`src/hdl/mdss_pkg.sv`:
```
// Shared types and constants for the motor drive safety state machine.
// Used by mdss_step and by the top level; depends on nothing else.
package mdss_pkg;

  // Drive states, one-hot in the state register.
  typedef enum logic [4:0] {
    ST_IDLE   = 5'b00001,
    ST_RUN    = 5'b00010,
    ST_LIMP   = 5'b00100,
    ST_SOFT   = 5'b01000,
    ST_LOCKED = 5'b10000
  } drive_state_t;

  // Drive state codes as they appear in a result item.
  localparam logic [2:0] CODE_IDLE   = 3'd0;
  localparam logic [2:0] CODE_RUN    = 3'd1;
  localparam logic [2:0] CODE_LIMP   = 3'd2;
  localparam logic [2:0] CODE_SOFT   = 3'd3;
  localparam logic [2:0] CODE_LOCKED = 3'd4;

  // Kill, safety and mode codes of an input item.
  localparam logic [1:0] KILL_NONE     = 2'd0;
  localparam logic [1:0] KILL_SOFT     = 2'd1;
  localparam logic [1:0] SAFETY_SAFE   = 2'd0;
  localparam logic [1:0] MODE_NORMAL   = 2'd0;
  localparam logic [1:0] MODE_FAULT    = 2'd3;

  // Configuration register indexes.
  localparam logic [2:0] REG_MOVING_PWM_LEVEL      = 3'd0;
  localparam logic [2:0] REG_RUNAWAY_HOLD_MS       = 3'd1;
  localparam logic [2:0] REG_CALM_INTERVAL_MS      = 3'd2;
  localparam logic [2:0] REG_SOFT_STOP_TIMEOUT_MS  = 3'd3;
  localparam logic [2:0] REG_STOP_CURRENT_LEVEL    = 3'd4;
  localparam logic [2:0] REG_LIMP_LIMIT            = 3'd5;
  localparam logic [2:0] REG_ZERO_BAND             = 3'd6;

  localparam int CFG_DATA_W = 16;
  localparam int IN_DATA_W  = 104;
  localparam int OUT_DATA_W = 40;

  typedef struct packed {
    logic [14:0] moving_pwm_level;
    logic [15:0] runaway_hold_ms;
    logic [15:0] calm_interval_ms;
    logic [15:0] soft_stop_timeout_ms;
    logic [14:0] stop_current_level;
    logic [14:0] limp_limit;
    logic [14:0] zero_band;
  } cfg_t;

  typedef struct packed {
    logic [31:0]        time_ms;
    logic [1:0]         kill_level;
    logic               system_active;
    logic [1:0]         safety_level;
    logic [1:0]         system_mode;
    logic signed [15:0] target_left_in;
    logic signed [15:0] target_right_in;
    logic signed [15:0] pwm_left;
    logic signed [15:0] pwm_right;
  } in_item_t;

  typedef struct packed {
    logic [2:0]         drive_state_out;
    logic signed [15:0] target_left_out;
    logic signed [15:0] target_right_out;
    logic               safe_drive_pulse;
    logic               loop_reset_pulse;
    logic               runaway_fault;
    logic               watchdog_fault;
  } result_t;

  typedef struct packed {
    drive_state_t drive_state;
    drive_state_t previous_state;
    logic [31:0]  runaway_stamp;
    logic         runaway_armed;
    logic [31:0]  limp_calm_stamp;
    logic         limp_calm_armed;
    logic [31:0]  soft_stop_stamp;
    logic         soft_stop_armed;
  } ctrl_state_t;

endpackage

```
`src/hdl/mdss_step.sv`:
```
// One control tick of the drive safety state machine, purely combinational.
// Depends on mdss_pkg for the item, result, state and configuration types.
module mdss_step (
  input  mdss_pkg::in_item_t    item,
  input  mdss_pkg::cfg_t        cfg,
  input  mdss_pkg::ctrl_state_t cur,
  output mdss_pkg::ctrl_state_t nxt,
  output mdss_pkg::result_t     res
);

  function automatic logic [15:0] mag16(input logic signed [15:0] v);
    mag16 = v[15] ? 16'(-v) : 16'(v);
  endfunction

  function automatic logic signed [15:0] clamp16(input logic signed [15:0] v,
                                                  input logic [14:0] lim);
    logic signed [16:0] v17;
    logic signed [16:0] l17;
    logic signed [16:0] n17;
    v17 = {v[15], v};
    l17 = {2'b00, lim};
    n17 = -l17;
    if (v17 > l17) begin
      clamp16 = l17[15:0];
    end else if (v17 < n17) begin
      clamp16 = n17[15:0];
    end else begin
      clamp16 = v;
    end
  endfunction

  function automatic logic [2:0] encode(input mdss_pkg::drive_state_t s);
    case (s)
      mdss_pkg::ST_IDLE:   encode = mdss_pkg::CODE_IDLE;
      mdss_pkg::ST_RUN:    encode = mdss_pkg::CODE_RUN;
      mdss_pkg::ST_LIMP:   encode = mdss_pkg::CODE_LIMP;
      mdss_pkg::ST_SOFT:   encode = mdss_pkg::CODE_SOFT;
      default:             encode = mdss_pkg::CODE_LOCKED;
    endcase
  endfunction

  logic                   hard_kill;
  logic                   soft_kill;
  logic                   emergency;
  logic                   safe_ok;
  logic                   cmd_zero;
  logic                   moving;
  logic                   stopped;
  logic [31:0]            runaway_start;
  logic [31:0]            runaway_age;
  logic [31:0]            calm_age;
  logic [31:0]            soft_start;
  logic [31:0]            soft_age;
  mdss_pkg::drive_state_t st;
  logic signed [15:0]     tl;
  logic signed [15:0]     tr;

  always_comb begin
    hard_kill = item.kill_level[1];
    soft_kill = (item.kill_level == mdss_pkg::KILL_SOFT);
    emergency = item.safety_level[1];
    safe_ok   = (item.safety_level == mdss_pkg::SAFETY_SAFE);
    cmd_zero  = (mag16(item.target_left_in)  <= {1'b0, cfg.zero_band}) &&
                (mag16(item.target_right_in) <= {1'b0, cfg.zero_band});
    moving    = (mag16(item.pwm_left)  > {1'b0, cfg.moving_pwm_level}) ||
                (mag16(item.pwm_right) > {1'b0, cfg.moving_pwm_level});
    stopped   = (mag16(item.pwm_left)  < {1'b0, cfg.stop_current_level}) &&
                (mag16(item.pwm_right) < {1'b0, cfg.stop_current_level});
    runaway_start = cur.runaway_armed ? cur.runaway_stamp : item.time_ms;
    runaway_age   = item.time_ms - runaway_start;
    calm_age      = item.time_ms - cur.limp_calm_stamp;
    soft_start    = cur.soft_stop_armed ? cur.soft_stop_stamp : item.time_ms;
    soft_age      = item.time_ms - soft_start;

    nxt = cur;
    st  = cur.drive_state;
    tl  = item.target_left_in;
    tr  = item.target_right_in;
    res = '0;

    if (hard_kill) begin
      // Hard kill locks at once and leaves the timers and bookkeeping alone.
      nxt.drive_state      = mdss_pkg::ST_LOCKED;
      res.drive_state_out  = mdss_pkg::CODE_LOCKED;
      res.safe_drive_pulse = 1'b1;
    end else begin
      if (soft_kill && st != mdss_pkg::ST_SOFT && st != mdss_pkg::ST_LOCKED) begin
        st = mdss_pkg::ST_SOFT;
      end

      // Runaway watch: commands near zero while a motor still turns.
      if (cmd_zero && moving) begin
        nxt.runaway_stamp = runaway_start;
        nxt.runaway_armed = 1'b1;
        res.runaway_fault = (runaway_age > {16'd0, cfg.runaway_hold_ms});
      end else begin
        nxt.runaway_armed = 1'b0;
      end

      case (st)
        mdss_pkg::ST_IDLE: begin
          tl = '0;
          tr = '0;
          nxt.limp_calm_armed  = 1'b0;
          nxt.soft_stop_armed  = 1'b0;
          res.loop_reset_pulse = 1'b1;
          if (item.system_active && item.kill_level == mdss_pkg::KILL_NONE) begin
            st = mdss_pkg::ST_RUN;
          end
        end
        mdss_pkg::ST_RUN: begin
          if (item.system_mode[1]) begin
            st = mdss_pkg::ST_LIMP;
            nxt.limp_calm_armed = 1'b0;
          end
        end
        mdss_pkg::ST_LIMP: begin
          tl = clamp16(item.target_left_in,  cfg.limp_limit);
          tr = clamp16(item.target_right_in, cfg.limp_limit);
          if (emergency) begin
            st = mdss_pkg::ST_SOFT;
          end else if (item.system_mode == mdss_pkg::MODE_NORMAL && safe_ok) begin
            if (!cur.limp_calm_armed) begin
              nxt.limp_calm_stamp = item.time_ms;
              nxt.limp_calm_armed = 1'b1;
            end else if (calm_age >= {16'd0, cfg.calm_interval_ms}) begin
              st = mdss_pkg::ST_RUN;
              nxt.limp_calm_armed = 1'b0;
            end
          end else begin
            nxt.limp_calm_armed = 1'b0;
          end
        end
        mdss_pkg::ST_SOFT: begin
          tl = '0;
          tr = '0;
          if (!cur.soft_stop_armed) begin
            nxt.soft_stop_stamp  = item.time_ms;
            nxt.soft_stop_armed  = 1'b1;
            res.loop_reset_pulse = 1'b1;
          end
          if (stopped || soft_age >= {16'd0, cfg.soft_stop_timeout_ms}) begin
            res.safe_drive_pulse = 1'b1;
            st = mdss_pkg::ST_LOCKED;
          end
        end
        mdss_pkg::ST_LOCKED: begin
          tl = '0;
          tr = '0;
          res.safe_drive_pulse = 1'b1;
          if (item.kill_level == mdss_pkg::KILL_NONE && item.system_active && safe_ok &&
              item.system_mode != mdss_pkg::MODE_FAULT) begin
            st = mdss_pkg::ST_IDLE;
          end
        end
        default: begin
          // Corrupt state register: flag it and fall back to locked.
          res.watchdog_fault   = 1'b1;
          res.safe_drive_pulse = 1'b1;
          tl = '0;
          tr = '0;
          st = mdss_pkg::ST_LOCKED;
          nxt.limp_calm_armed = 1'b0;
          nxt.soft_stop_armed = 1'b0;
        end
      endcase

      // On any change of state, entering soft stop starts its timer.
      if (st != cur.previous_state) begin
        if (st == mdss_pkg::ST_SOFT) begin
          nxt.soft_stop_stamp = item.time_ms;
          nxt.soft_stop_armed = 1'b1;
        end
        nxt.previous_state = st;
      end

      nxt.drive_state      = st;
      res.drive_state_out  = encode(st);
      res.target_left_out  = tl;
      res.target_right_out = tr;
    end
  end

endmodule

```
`src/hdl/motor_drive_safety_state_machine.sv`:
```
// Top level of the motor drive safety state machine: stream ports, input and
// result registers, configuration registers. Depends on mdss_pkg and mdss_step.
//
//  Channel   Direction  Handshake                      Payload
//  s_axis    in         s_axis_tvalid / s_axis_tready  one control tick, 104-bit tdata
//  m_axis    out        m_axis_tvalid / m_axis_tready  one result, 40-bit tdata
//  cfg       in         cfg_we (no wait)               cfg_index, cfg_data
//
// An item is captured in the input register, and when it moves on one pass of
// mdss_step computes its result and the new drive state, both loaded at the same
// edge, so an item that follows at once already sees the updated state.
// The result waits in the result register until it is taken; one item per cycle
// is taken while the result side keeps up.
// A stall on the result side holds the result register and the input register;
// the input side stays ready while the input register is empty or will drain this cycle.
// Reset (rst, synchronous, active high) returns the state to idle, disarms all
// timers, restores register defaults and empties both stages.
module motor_drive_safety_state_machine (
  input  logic                            clk,
  input  logic                            rst,
  input  logic                            s_axis_tvalid,
  output logic                            s_axis_tready,
  // tdata from bit 0: time_ms[31:0], kill_level[33:32], system_active[34],
  // safety_level[36:35], system_mode[38:37], target_left_in[54:39],
  // target_right_in[70:55], pwm_left[86:71], pwm_right[102:87], unused [103]
  input  logic [mdss_pkg::IN_DATA_W-1:0]  s_axis_tdata,
  output logic                            m_axis_tvalid,
  input  logic                            m_axis_tready,
  // tdata from bit 0: drive_state_out[2:0], target_left_out[18:3],
  // target_right_out[34:19], safe_drive_pulse[35], loop_reset_pulse[36],
  // runaway_fault[37], watchdog_fault[38], zero [39]
  output logic [mdss_pkg::OUT_DATA_W-1:0] m_axis_tdata,
  input  logic                            cfg_we,
  input  logic [2:0]                      cfg_index,
  input  logic [mdss_pkg::CFG_DATA_W-1:0] cfg_data
);

  mdss_pkg::cfg_t        cfg;
  mdss_pkg::ctrl_state_t state;
  mdss_pkg::ctrl_state_t state_next;
  mdss_pkg::in_item_t    in_item;
  mdss_pkg::in_item_t    item;
  logic                  item_valid;
  mdss_pkg::result_t     result;
  mdss_pkg::result_t     result_next;
  logic                  result_valid;
  logic                  advance;
  logic                  in_accept;

  // Unpack the incoming tick, lowest field in the lowest bits.
  assign in_item.time_ms         = s_axis_tdata[31:0];
  assign in_item.kill_level      = s_axis_tdata[33:32];
  assign in_item.system_active   = s_axis_tdata[34];
  assign in_item.safety_level    = s_axis_tdata[36:35];
  assign in_item.system_mode     = s_axis_tdata[38:37];
  assign in_item.target_left_in  = s_axis_tdata[54:39];
  assign in_item.target_right_in = s_axis_tdata[70:55];
  assign in_item.pwm_left        = s_axis_tdata[86:71];
  assign in_item.pwm_right       = s_axis_tdata[102:87];

  // The held item moves on whenever the result register is empty or being read.
  assign advance       = item_valid && (!result_valid || m_axis_tready);
  assign s_axis_tready = !item_valid || advance;
  assign in_accept     = s_axis_tvalid && s_axis_tready;

  mdss_step u_step (
    .item (item),
    .cfg  (cfg),
    .cur  (state),
    .nxt  (state_next),
    .res  (result_next)
  );

  // Configuration registers; writes must arrive only while the block is idle, which the block itself does not enforce.
  always_ff @(posedge clk) begin
    if (rst) begin
      cfg.moving_pwm_level      <= 15'd120;
      cfg.runaway_hold_ms       <= 16'd200;
      cfg.calm_interval_ms      <= 16'd3000;
      cfg.soft_stop_timeout_ms  <= 16'd2000;
      cfg.stop_current_level    <= 15'd3;
      cfg.limp_limit            <= 15'd8192;
      cfg.zero_band             <= 15'd819;
    end else if (cfg_we) begin
      case (cfg_index)
        mdss_pkg::REG_MOVING_PWM_LEVEL:      cfg.moving_pwm_level      <= cfg_data[14:0];
        mdss_pkg::REG_RUNAWAY_HOLD_MS:       cfg.runaway_hold_ms       <= cfg_data;
        mdss_pkg::REG_CALM_INTERVAL_MS:      cfg.calm_interval_ms      <= cfg_data;
        mdss_pkg::REG_SOFT_STOP_TIMEOUT_MS:  cfg.soft_stop_timeout_ms  <= cfg_data;
        mdss_pkg::REG_STOP_CURRENT_LEVEL:    cfg.stop_current_level    <= cfg_data[14:0];
        mdss_pkg::REG_LIMP_LIMIT:            cfg.limp_limit            <= cfg_data[14:0];
        mdss_pkg::REG_ZERO_BAND:             cfg.zero_band             <= cfg_data[14:0];
        default: begin
        end
      endcase
    end
  end

  // Input register.
  always_ff @(posedge clk) begin
    if (rst) begin
      item_valid <= 1'b0;
    end else if (in_accept) begin
      item_valid <= 1'b1;
    end else if (advance) begin
      item_valid <= 1'b0;
    end
  end

  always_ff @(posedge clk) begin
    if (in_accept) begin
      item <= in_item;
    end
  end

  // Drive state and timers change only when an item is processed.
  always_ff @(posedge clk) begin
    if (rst) begin
      state.drive_state     <= mdss_pkg::ST_IDLE;
      state.previous_state  <= mdss_pkg::ST_IDLE;
      state.runaway_stamp   <= '0;
      state.runaway_armed   <= 1'b0;
      state.limp_calm_stamp <= '0;
      state.limp_calm_armed <= 1'b0;
      state.soft_stop_stamp <= '0;
      state.soft_stop_armed <= 1'b0;
    end else if (advance) begin
      state <= state_next;
    end
  end

  // Result register.
  always_ff @(posedge clk) begin
    if (rst) begin
      result_valid <= 1'b0;
    end else if (advance) begin
      result_valid <= 1'b1;
    end else if (m_axis_tready) begin
      result_valid <= 1'b0;
    end
  end

  always_ff @(posedge clk) begin
    if (advance) begin
      result <= result_next;
    end
  end

  assign m_axis_tvalid = result_valid;
  assign m_axis_tdata  = {1'b0, result.watchdog_fault, result.runaway_fault,
                          result.loop_reset_pulse, result.safe_drive_pulse,
                          result.target_right_out, result.target_left_out,
                          result.drive_state_out};

  // A result that forces the outputs off never carries a nonzero target.
  a_safe_zero_targets: assert property (@(posedge clk) disable iff (rst)
    m_axis_tvalid && result.safe_drive_pulse |->
      result.target_left_out == '0 && result.target_right_out == '0)
    else $error("safe drive pulse with nonzero target");

  // A watchdog fault always reports the locked state.
  a_watchdog_locked: assert property (@(posedge clk) disable iff (rst)
    m_axis_tvalid && result.watchdog_fault |->
      result.drive_state_out == mdss_pkg::CODE_LOCKED)
    else $error("watchdog fault without locked state");

  // A hard kill locks the drive in the very next result.
  a_hard_kill_locks: assert property (@(posedge clk) disable iff (rst)
    advance && item.kill_level[1] |=>
      result.drive_state_out == mdss_pkg::CODE_LOCKED &&
      state.drive_state == mdss_pkg::ST_LOCKED)
    else $error("hard kill did not lock the drive");

  // A hard kill leaves the change bookkeeping untouched.
  a_hard_kill_keeps_prev: assert property (@(posedge clk) disable iff (rst)
    advance && item.kill_level[1] |=> $stable(state.previous_state))
    else $error("hard kill changed the previous state");

  // The state only moves when an item is processed.
  a_state_only_on_advance: assert property (@(posedge clk) disable iff (rst)
    !advance |=> $stable(state.drive_state))
    else $error("drive state changed without an item");

endmodule

```
`config.mk`:
```
export PLATFORM = sky130hd
export DESIGN_NAME = motor_drive_safety_state_machine
export DESIGN_NICKNAME = d
export VERILOG_FILES = /design/src/hdl/mdss_pkg.sv /design/src/hdl/mdss_step.sv /design/src/hdl/motor_drive_safety_state_machine.sv
export SDC_FILE = /design/constraint.sdc
export NUM_CORES = 1
export LEC_CHECK = 0
export BUFFER_PORTS_ARGS = -buffer_cell sky130_fd_sc_hd__buf_2
export CAP_MARGIN = 20
export CORE_MARGIN = 2
export CORE_UTILIZATION = 37
export DETAILED_ROUTE_END_ITERATION = 10
export PLACE_DENSITY_LB_ADDON = 0.05
export SYNTH_ARGS = -nofsm -noshare
export SYNTH_HDL_FRONTEND = slang
export SYNTH_SLANG_ARGS = --single-unit
```
`constraint.sdc`:
```
create_clock -name clk -period 8.2 [get_ports clk]
set_input_delay 0.41 -clock clk [delete_from_list [all_inputs] [get_ports clk]]
set_output_delay 0.41 -clock clk [all_outputs]
set_load 0.05 [all_outputs]
```
==> impl_results.md, run 1 <==
* Clk_skew at 0.02256 ns
* Starting Density at 37.44%
* Post-route clock period utilization at 86.89%
* Worst slew pin tran at 1.035 ns
* Clk buf depth at 3
* Post-synth EDFFs at around 140
* VDD IR max at 0.1780 mV
* Final worst slack at 1.075 ns
* Critical path class: register to register
* R2R Path Start: item[72]
* Chip Width at 273.4 µm
* Pin count of the biggest net entering global routing at 66
* Leakage power at approximately 12 nW
* Post-Syn Instances at 3,138
* Pwr/cell area at 171.4 mW/mm²
* Buffers inserted by post-CTS timing repair at 0
* DP HPWL at 66,300 µm
* Unrepaired setup endpoints after global routing: false
* Pre-antenna DRT Iters at 7
* Core region area at 0.07173 mm²
* First-pass GRT wire length at 137,900 µm
* Max Fclk at ~140 MHz
* Drt drc at 0
* Final nets at 3,776
* Remaining antenna violation count at 0
* Hold Path Stages at 1
* WHS Endpoint: item[50]
* Top_reg_cell synth: dfxtp_1
* Final Hold Fails at 0
* Number of synthesized register bits at between 300 and 400
* Worst-path clk slew at 0.06 ns
* GRT Residual Overflow at 0
* Worst R2R Setup Slack at 1.08 ns
* Core Rows at 98
* HP Class: primary input to register
* WL/cell at 20.40 µm
* RePlAce Congestion at 0.9147
* Dpl cell area at 0.02859 mm²
* Reg-to-Reg End: state[1]
* Final Cell Area at about 0.031 mm²
* CTS buffer count at 45
* Max-cap violation count at 0
* Root Driver: clkbuf_16
* Post-synth cell types at 98
* Post-Syn Area at about 0.027 mm²
* WP data arrival at 7.56 ns
* H-tree depth at 2
* Worst slack, placed at 1.129 ns
* Max-slew violations at 0
* Share of layout cells above drive strength 1 at roughly a tenth
* Critical Path Max Stage Delay at 0.60 ns
* Minimum clock period at 7.125 ns
* Chip height at 273.4 µm
* N_diodes at 0
* CP max-delay cell: edfxtp_1
* Syn avg cell area at 8.557 µm²
* Routed vias/inst at 5.631
* I/O pin count at 170
* Crit end category: register
* Die area at between 0.07 and 0.08 mm²
* Required @ worst endpoint at 8.63 ns
* Headroom to the max-slew limit at a little under a third
* Initial antenna violation count at 2
* Min-delay src: s_axis_tdata[41]
* Worst-Skew Late Latency at around 0.60 ns
* CP max FO at 31
* Finish-stage setup viols at 0
* Worst r2r path cells at 26
* Cts repair resizes at 0
* Synth Warn # at 0
* GR Util All Layers at between 20% and 30%
* Number of global-route vias before repair at 23,930
* # port buffers at 167
* Post-synth ARST share at 0%
* Setup TNS at 0 ns
* Syn_nets at 3,565
* Final Util at 43.47%
* Routed WL at 88,440 µm
* DR vias at 24,418
* Initial DRC count at 1,945
* Hold_buf cts at 102
* CP startpoint kind: register
* CTS tree: yes
* Seq/Total Area, Yosys at between 30 and 40%
* Clock sink count at 361
* Synth-to-Final Area Change at 16.13%
* Status: complete, no violations
[worst max-delay path by stage]
stage / startpoint / to / slack, ns / depth (start not counted)
after global placement: item[72] / state[1] / 1.21 / 26
after detailed placement: item[72] / state[1] / 1.13 / 26
after floorplan: state[0] / state[2] / 2.10 / 28
after CTS: item[72] / state[1] / 1.01 / 26
after global routing: item[72] / state[1] / 0.53 / 26
final: item[72] / state[1] / 1.08 / 26
[per-layer routing]
metal | part of all wire [%] | track usage, % | vias up
met2 | 46 | 39.29 | 613
met5 | 0.014 | 0 | -
li1 | - | - | 11986
met3 | 4.5 | 2.596 | 113
met1 | 47 | 31.78 | 11704
met4 | 2.3 | 6.155 | 2
[Yosys cell counts, drive strengths merged, types with 13 or more instances]
cell,n,area [µm²]
clkbuf,121,457.9
xnor2,101,892.1
nand2b,41,256.5
a31oi,19,133.9
o21a,70,525.5
a211oi,53,397.9
o22ai,32,200.2
nand3,86,430.4
nand2,387,1453
ha,296,3704
buf,23,140.1
nor3,51,260.3
nor4,16,106.4
a2111oi,13,127.6
a22oi,30,225.2
a21oi,294,1505
a221oi,34,491.7
edfxtp,142,4264
nand4,50,312.8
nor2,164,615.6
or4,43,326.6
mux2i,95,950.9
inv,236,885.9
xor2,17,148.9
or3,25,156.4
nor2b,29,188.9
o211ai,48,360.4
o2111ai,36,327.8
dfxtp,219,4384
o31ai,22,178.9
o21bai,19,142.6
a21o,46,345.3
o21ai,134,674.4
[logic make-up after synthesis]
family          share of synthesized area (%)
simple gates                            17.09
compound gates                          23.57
buf+inv                                 5.526
flops                                   32.21
fa+ha+maj                               14.02
xor+xnor                                3.877
mux                                     3.709
other cells                           0.01396
[cell usage in the layout, fill, tap and decap left out, types with 9 or more instances in the layout]
cell	netlist	final
nand2_1	387	387
ha_1	296	296
a21oi_1	287	286
inv_1	235	234
dfxtp_1	219	217
buf_2	10	167
nor2_1	164	163
edfxtp_1	142	142
o21ai_0	122	122
dlygate4sd3_1	0	102
xnor2_1	100	100
mux2i_1	95	95
nand3_1	86	86
o21a_1	70	70
a211oi_1	53	53
nand4_1	50	50
nor3_1	50	48
o211ai_1	48	48
clkbuf_16	0	48
a21o_1	46	46
or4_1	42	42
nand2b_1	41	41
buf_4	5	38
o2111ai_1	34	34
o22ai_1	32	32
a221oi_2	31	31
a22oi_1	30	30
nor2b_1	28	28
or3_1	25	25
o31ai_1	21	21
o21bai_1	19	19
a31oi_1	18	18
xor2_1	17	17
nor4_1	15	15
o21ai_1	11	11
a211o_1	11	11
a2111oi_0	10	10
and3_1	11	10
clkinv_2	0	9
[per-stage QoR]
stage	instances	total power [mW]	hold WS, ns
final	4336	5.345	0.03595
after floorplan	3138	2.878	0.4363
after global placement	4147	3.214	0.4425
after global routing	4336	5.626	0.02691
after detailed placement	4147	3.238	0.4491
after CTS	4333	5.404	0.007213
[area by class of cell]
class / instances / area, µm²
Sequential cell: 361 / 8651
Fill cell: 7102 / 40550
Timing Repair Buffer: 308 / 2153
Tap cell: 950 / 1189
Clock buffer: 60 / 1296
Clock inverter: 24 / 255.2
Inverter: 236 / 885.9
Multi-Input combinational cell: 2397 / 16750
[power breakdown]
group	switching (mW)	internal, mW	total, mW
sequential	0.0882	1.93	2.02
clock	0.854	1.24	2.10
combinational	0.727	0.502	1.23
total	1.67	3.68	5.34
[registers in the layout (all words and copies together) (netlist names)]
register,flops
state,109
cfg,108
item,103
m_axis_tdata,39
item_valid,1
m_axis_tvalid,1
[critical path, delay by kind of cell, from the launching register on]
family                   cells  cell delay, ns
adder cells (fa/ha/maj)      2            0.58
multiplexers                 1            0.45
AO/OA/AOI/OAI               12            2.61
AND/OR/NAND/NOR              9            2.04
flip-flops                   1            0.60
XOR/XNOR                     1            0.15
buffers and inverters        1            0.49
(Power assumes the default switching activity.)
==> run 2, diff against run 1 <==
CORE_UTILIZATION = 40   (was 37)
CTS_CLUSTER_DIAMETER = 30   (was default)
SETUP_SLACK_MARGIN = 0.15   (was default)
==> run 2 against run 1 <==
Compared with the run above:
- clock power up 82%
- highest routed layer is now met4
- routed wire length fell by 1.1%
- maximum frequency fell by 2.8%
- critical path type unchanged
- global-route usage grew 1.2 points
==> impl_results.md, run 2 (synthesized netlist as in run 1, its figures left out) <==
* Die area at 0.06922 mm²
* Min-delay src: cfg_data[15]
* Reg-to-Reg End: state[1]
* Total power at 7.079 mW
* Routed WL at approximately 90,000 µm
* Met1 WL at 40,970 µm
* Final Hold Fails at 0
* CTS tree: yes
* Met2 wire length at 39,810 µm
* CP startpoint kind: register
* Top Layer Used: met4
* Initial DRC count at 1,895
* HP Class: primary input to register
* Largest regs: state x109, cfg x108, item x103
* Max-cap violation count at 0
* Chip height at 263.1 µm
* Worst R2R Setup Slack at 0.87 ns
* Clk pwr share at 54.0%
* H-tree depth at 3
* Routed met3 length at 4640 µm
* Launch point of the worst path: state[0]
* Logic pwr share at between 10% and 20%
* Seq pwr share at 28.7%
* Chip Width at 263.1 µm
* Internal at 5.119 mW
* Core Rows at 94
* Initial antenna violation count at 1
* Required @ worst endpoint at ~8.7 ns
* Post-route clock period utilization at 89.35%
* Synth-to-Final Area Change at 22.42%
* Starting Density at roughly 40%
* Worst r2r path cells at 26
* WP data arrival at 7.81 ns
* Critical path class: register to register
* Crit path capture: state[1]
* R2R Path Start: state[0]
* Number of global-route vias before repair at approximately 24,000
* # port buffers at about 170
* Finish-stage setup viols at 0
* Core region area at ~0.066 mm²
* Unrepaired setup endpoints after global routing: false
* Status: complete, no violations
* Switching Fraction at 27.68%
* Crit end category: register
* Clock sink count at 361
* Worst slew pin tran at 0.9569 ns
* Root Driver: clkbuf_16
* Top reg by flops: state
* Clk buf depth at 3
* I/O pin count at 170
* Leakage power at 12.39 nW
* Non-Filler Instances at 4,334
* First-pass GRT wire length at around 140,000 µm
* RePlAce Congestion at 0.9284
* Pwr/cell area at 215.3 mW/mm²
* GRT Residual Overflow at 0
* Final nets at 3,820
* Worst slack, placed at 0.9237 ns
* Final Util at between 40 and 50%
* Max reg flops at around 110
* Worst-path clk slew at about 0.050 ns
* Routed vias/inst at 5.715
* Headroom to the max-slew limit at 35.53%
* CTS buffer count at 90
* P_sw at 1.960 mW
* Share of layout cells above drive strength 1 at 12.60%
* Dpl cell area at 0.02846 mm²
* CP max FO at 20
* Clk_skew at 0.03382 ns
* Setup TNS at 0 ns
* Cts repair resizes at 0
* Pin count of the biggest net entering global routing at 65
* Final worst slack at 0.8735 ns
* Pre-antenna DRT Iters at 6
* Commonest cells after routing, fill and taps aside: nand2_1 (387), ha_1 (296), a21oi_1 (286)
* Minimum clock period at about 7.3 ns
* VDD IR max at 0.1537 mV
* Remaining antenna violation count at 0
* Most common cell after layout, fill and taps aside: nand2_1
* DR vias at 24,770
* Max Fclk at ~140 MHz
* GR Util All Layers at 24.62%
* Drt drc at 0
* DP HPWL at 65,380 µm
* Worst-Skew Late Latency at 0.65 ns
* Final Cell Area at 0.03287 mm²
* WL/cell at 20.18 µm
* Hold_ws at between 0.09 and 0.1 ns
* Placed cells at 4,059
* Max-slew violations at 0
## run 2: worst min path at each step
stage,to,slack [ns],depth (start not counted)
final,cfg[92],0.09,3
after global routing,cfg[76],0.07,3
after CTS,cfg[92],0.05,3
after detailed placement,state[53],0.45,2
after global placement,state[53],0.44,2
after floorplan,cfg[100],0.44,2
## run 2: what timing repair did
item,in CTS,in global routing
hold buffers,104,0
hold endpoints to repair,104,0
buffers inserted,0,0
## run 2: critical path: stages (launching register included)
cell and delay, ns:
dfxtp_2 0.60, mux2i_1 0.52, ha_1 0.32, nor2b_1 0.14, o31a_1 0.29, o21a_1 0.23, a41o_1 0.28, a21oi_1 0.15
o21bai_1 0.10, a21o_1 0.19, a21oi_1 0.17, xnor2_1 0.14, ha_1 0.25, a211oi_1 0.42, o22ai_1 0.15, nor4b_1 0.31
nand4b_1 0.14, nor4bb_1 0.28, nand4_1 0.16, nor4b_1 0.36, nand4b_1 0.20, nor2_1 0.16, o31ai_1 0.22, nor3_2 0.30
a31o_2 0.47, buf_4 0.44, a221oi_1 0.16
## run 2: final cells by class
class / instances / area, µm²
flip-flops and latches: 361 / 8651
multi-input cells: 2397 / 16750
clock buffers: 126 / 2673
well taps: 864 / 1081
clock inverters: 42 / 673.1
inverters: 236 / 885.9
diodes: 1 / 2.502
repair buffers: 307 / 2153
fillers: 6233 / 33230
## run 2: power groups by stage
stage	registers [mW]	clock network, mW	logic (mW)
2_1_floorplan	2.04	0	0.838
3_5_place_dp	2.06	0	1.17
3_3_place_gp	2.06	0	1.15
4_1_cts	2.03	3.89	1.22
5_1_grt	2.04	3.99	1.36
6_report	2.03	3.82	1.22
## run 2: metal layers
metal | vias to the layer above | track usage (%)
met3 | 124 | 4.209
li1 | 12108 | -
met2 | 659 | 40.05
met4 | 0 | 7.181
met5 | - | 0
met1 | 11879 | 33.43
==> run 3, diff against run 2 <==
PLACE_DENSITY = 0.54   (was default)
PLACE_DENSITY_LB_ADDON = default   (was 0.05)
==> run 3 against run 2 <==
Compared with the run above:
- clock power shrank 2%
- die area is the same
- flip-flop and latch count is the same
- critical path type unchanged
- critical endpoint unchanged
- largest cell class unchanged
- largest power group unchanged
==> impl_results.md, run 3 (synthesized netlist as in run 1, its figures left out) <==
* Status: complete, no violations
* Minimum clock period at 7.082 ns
* Number of global-route vias before repair at 24,283
* CP startpoint kind: register
* CP delay by family, top: simple AND/OR/NAND/NOR gates
* Crit path capture: state[1]
* Hold_ws at around 0.09 ns
* Final nets at 3,826
* Non-Filler Instances at 4,348
* Post-route clock period utilization at a little under nine tenths
* Unrepaired setup endpoints after global routing: false
* Worst r2r path cells at 25
* Fill count at 6,210
* Total power at 7.014 mW
* Critical Path Max Stage Delay at 0.88 ns
* # port buffers at 167
* I/O pin count at 170
* Worst slew pin tran at just over 1 ns
* CP Buf/Inv Count at 0
* Buffers inserted by post-CTS timing repair at 0
* Met1 WL at 39,250 µm
* Routed met3 length at roughly 4500 µm
* Initial antenna violation count at 3
* Final worst slack at between 1 and 1.5 ns
* Critical path class: register to register
* Headroom to the max-slew limit at 32.41%
* Worst-Skew Late Latency at 0.64 ns
* CTS buffer count at 95
* Pre-antenna DRT Iters at 5
* Starting Density at between 40% and 50%
* Max-cap violation count at 0
* Worst slack, placed at 1.200 ns
* Initial DRC count at 1,856
* Clk buf depth at 3
* CTS tree: yes
* Synth-to-Final Area Change at 22.26%
* Core Rows at 94
* Most common cell after layout, fill and taps aside: nand2_1
* CP max-delay cell: and3_2
* Setup TNS at 0 ns
* Routed WL at 86,410 µm
* Hold Path Stages at 4
* Leakage power at between 10 and 15 nW
* Reg-to-Reg End: state[1]
* Pwr/cell area at between 200 and 250 mW/mm²
* Commonest cells after routing, fill and taps aside: nand2_1 (387), ha_1 (296), a21oi_1 (286)
* Routed vias/inst at 5.702
* Remaining antenna violation count at 0
* Worst-path clk slew at 0.04 ns
* HP Class: primary input to register
* Crit end category: register
* Die area at 0.06922 mm²
* WP data arrival at 7.54 ns
* Crit path depth at 25
* DP HPWL at approximately 63,000 µm
* Placed cells at 4,059
* Core region area at 0.06610 mm²
* Worst R2R Setup Slack at 1.12 ns
* Max reg flops at 109
* Largest regs: state x109, cfg x108, item x103
* Launch point of the worst path: state[0]
* Pin count of the biggest net entering global routing at 82
* GR Util All Layers at 24.44%
* Share of layout cells above drive strength 1 at 12.69%
* H-tree depth at 3
* Chip height at ~260 µm
* GRT Residual Overflow at 0
* Top reg by flops: state
* VDD IR max at 0.2217 mV
* Clk_skew at approximately 0.030 ns
* R2R Path Start: state[0]
* Max Fclk at 141.2 MHz
* Required @ worst endpoint at 8.65 ns
* Chip Width at 263.1 µm
* DR vias at 24,793
* Drt drc at 0
* Clock sink count at 361
* Met2 wire length at between 40,000 and 50,000 µm
* CP max FO at 31
* Finish-stage setup viols at 0
* Final Hold Fails at 0
* First-pass GRT wire length at 135,800 µm
* WL/cell at 19.87 µm
* Max-slew violations at 0
* RePlAce Congestion at 0.9258
* Root Driver: clkbuf_16
* Top Layer Used: met4
[run 3: final cells by class]
class	count	area (µm²)	area share, %
well taps	864	1081	3.293
flip-flops and latches	361	8651	26.35
clock buffers	109	2481	7.557
diodes	2	5.005	0.01524
inverters	236	885.9	2.698
multi-input cells	2397	16750	51.03
clock inverters	71	812.0	2.473
repair buffers	308	2162	6.585
[run 3: repair_timing]
item | 4_1_cts | 5_1_grt
gates resized for setup | 0 | 0
setup endpoints to repair | 0 | 0
hold buffers | 104 | 0
hold endpoints to repair | 104 | 0
[run 3: how the worst min path moves through the flow]
stage	endpoint	from
2_1_floorplan	cfg[100]	cfg[100]
3_3_place_gp	state[57]	state[57]
3_5_place_dp	state[56]	state[56]
4_1_cts	m_axis_tvalid	m_axis_tready
5_1_grt	m_axis_tvalid	m_axis_tready
6_report	m_axis_tvalid	m_axis_tready
[run 3: routing by layer]
metal / GRT usage [%] / vias up
met5: 0 / -
met4: 8.803 / 0
met3: 3.414 / 145
met2: 40.42 / 688
met1: 32.48 / 11823
li1: - / 12137
[run 3: metrics by stage]
step           util (%)  cell area, µm²
4_1_cts           49.63           32800
2_1_floorplan         -           26850
3_5_place_dp      43.07           28470
5_1_grt           49.67           32830
3_3_place_gp      43.05           28460
6_report          49.67           32830
[run 3: power breakdown]
part           switching, mW  internal (mW)
logic                  0.726          0.503
registers             0.0880           1.94
clock network           1.20           2.55
[run 3: worst reg2reg max path, delay by kind of cell (launching register included)]
family,cells,cell delay (ns)
and+or+nand+nor,10,2.83
adders and majority gates,2,0.59
muxes,1,0.50
xor gates and xnor gates,1,0.15
AOI/OAI and AO/OA,11,2.33
DFF,1,0.51
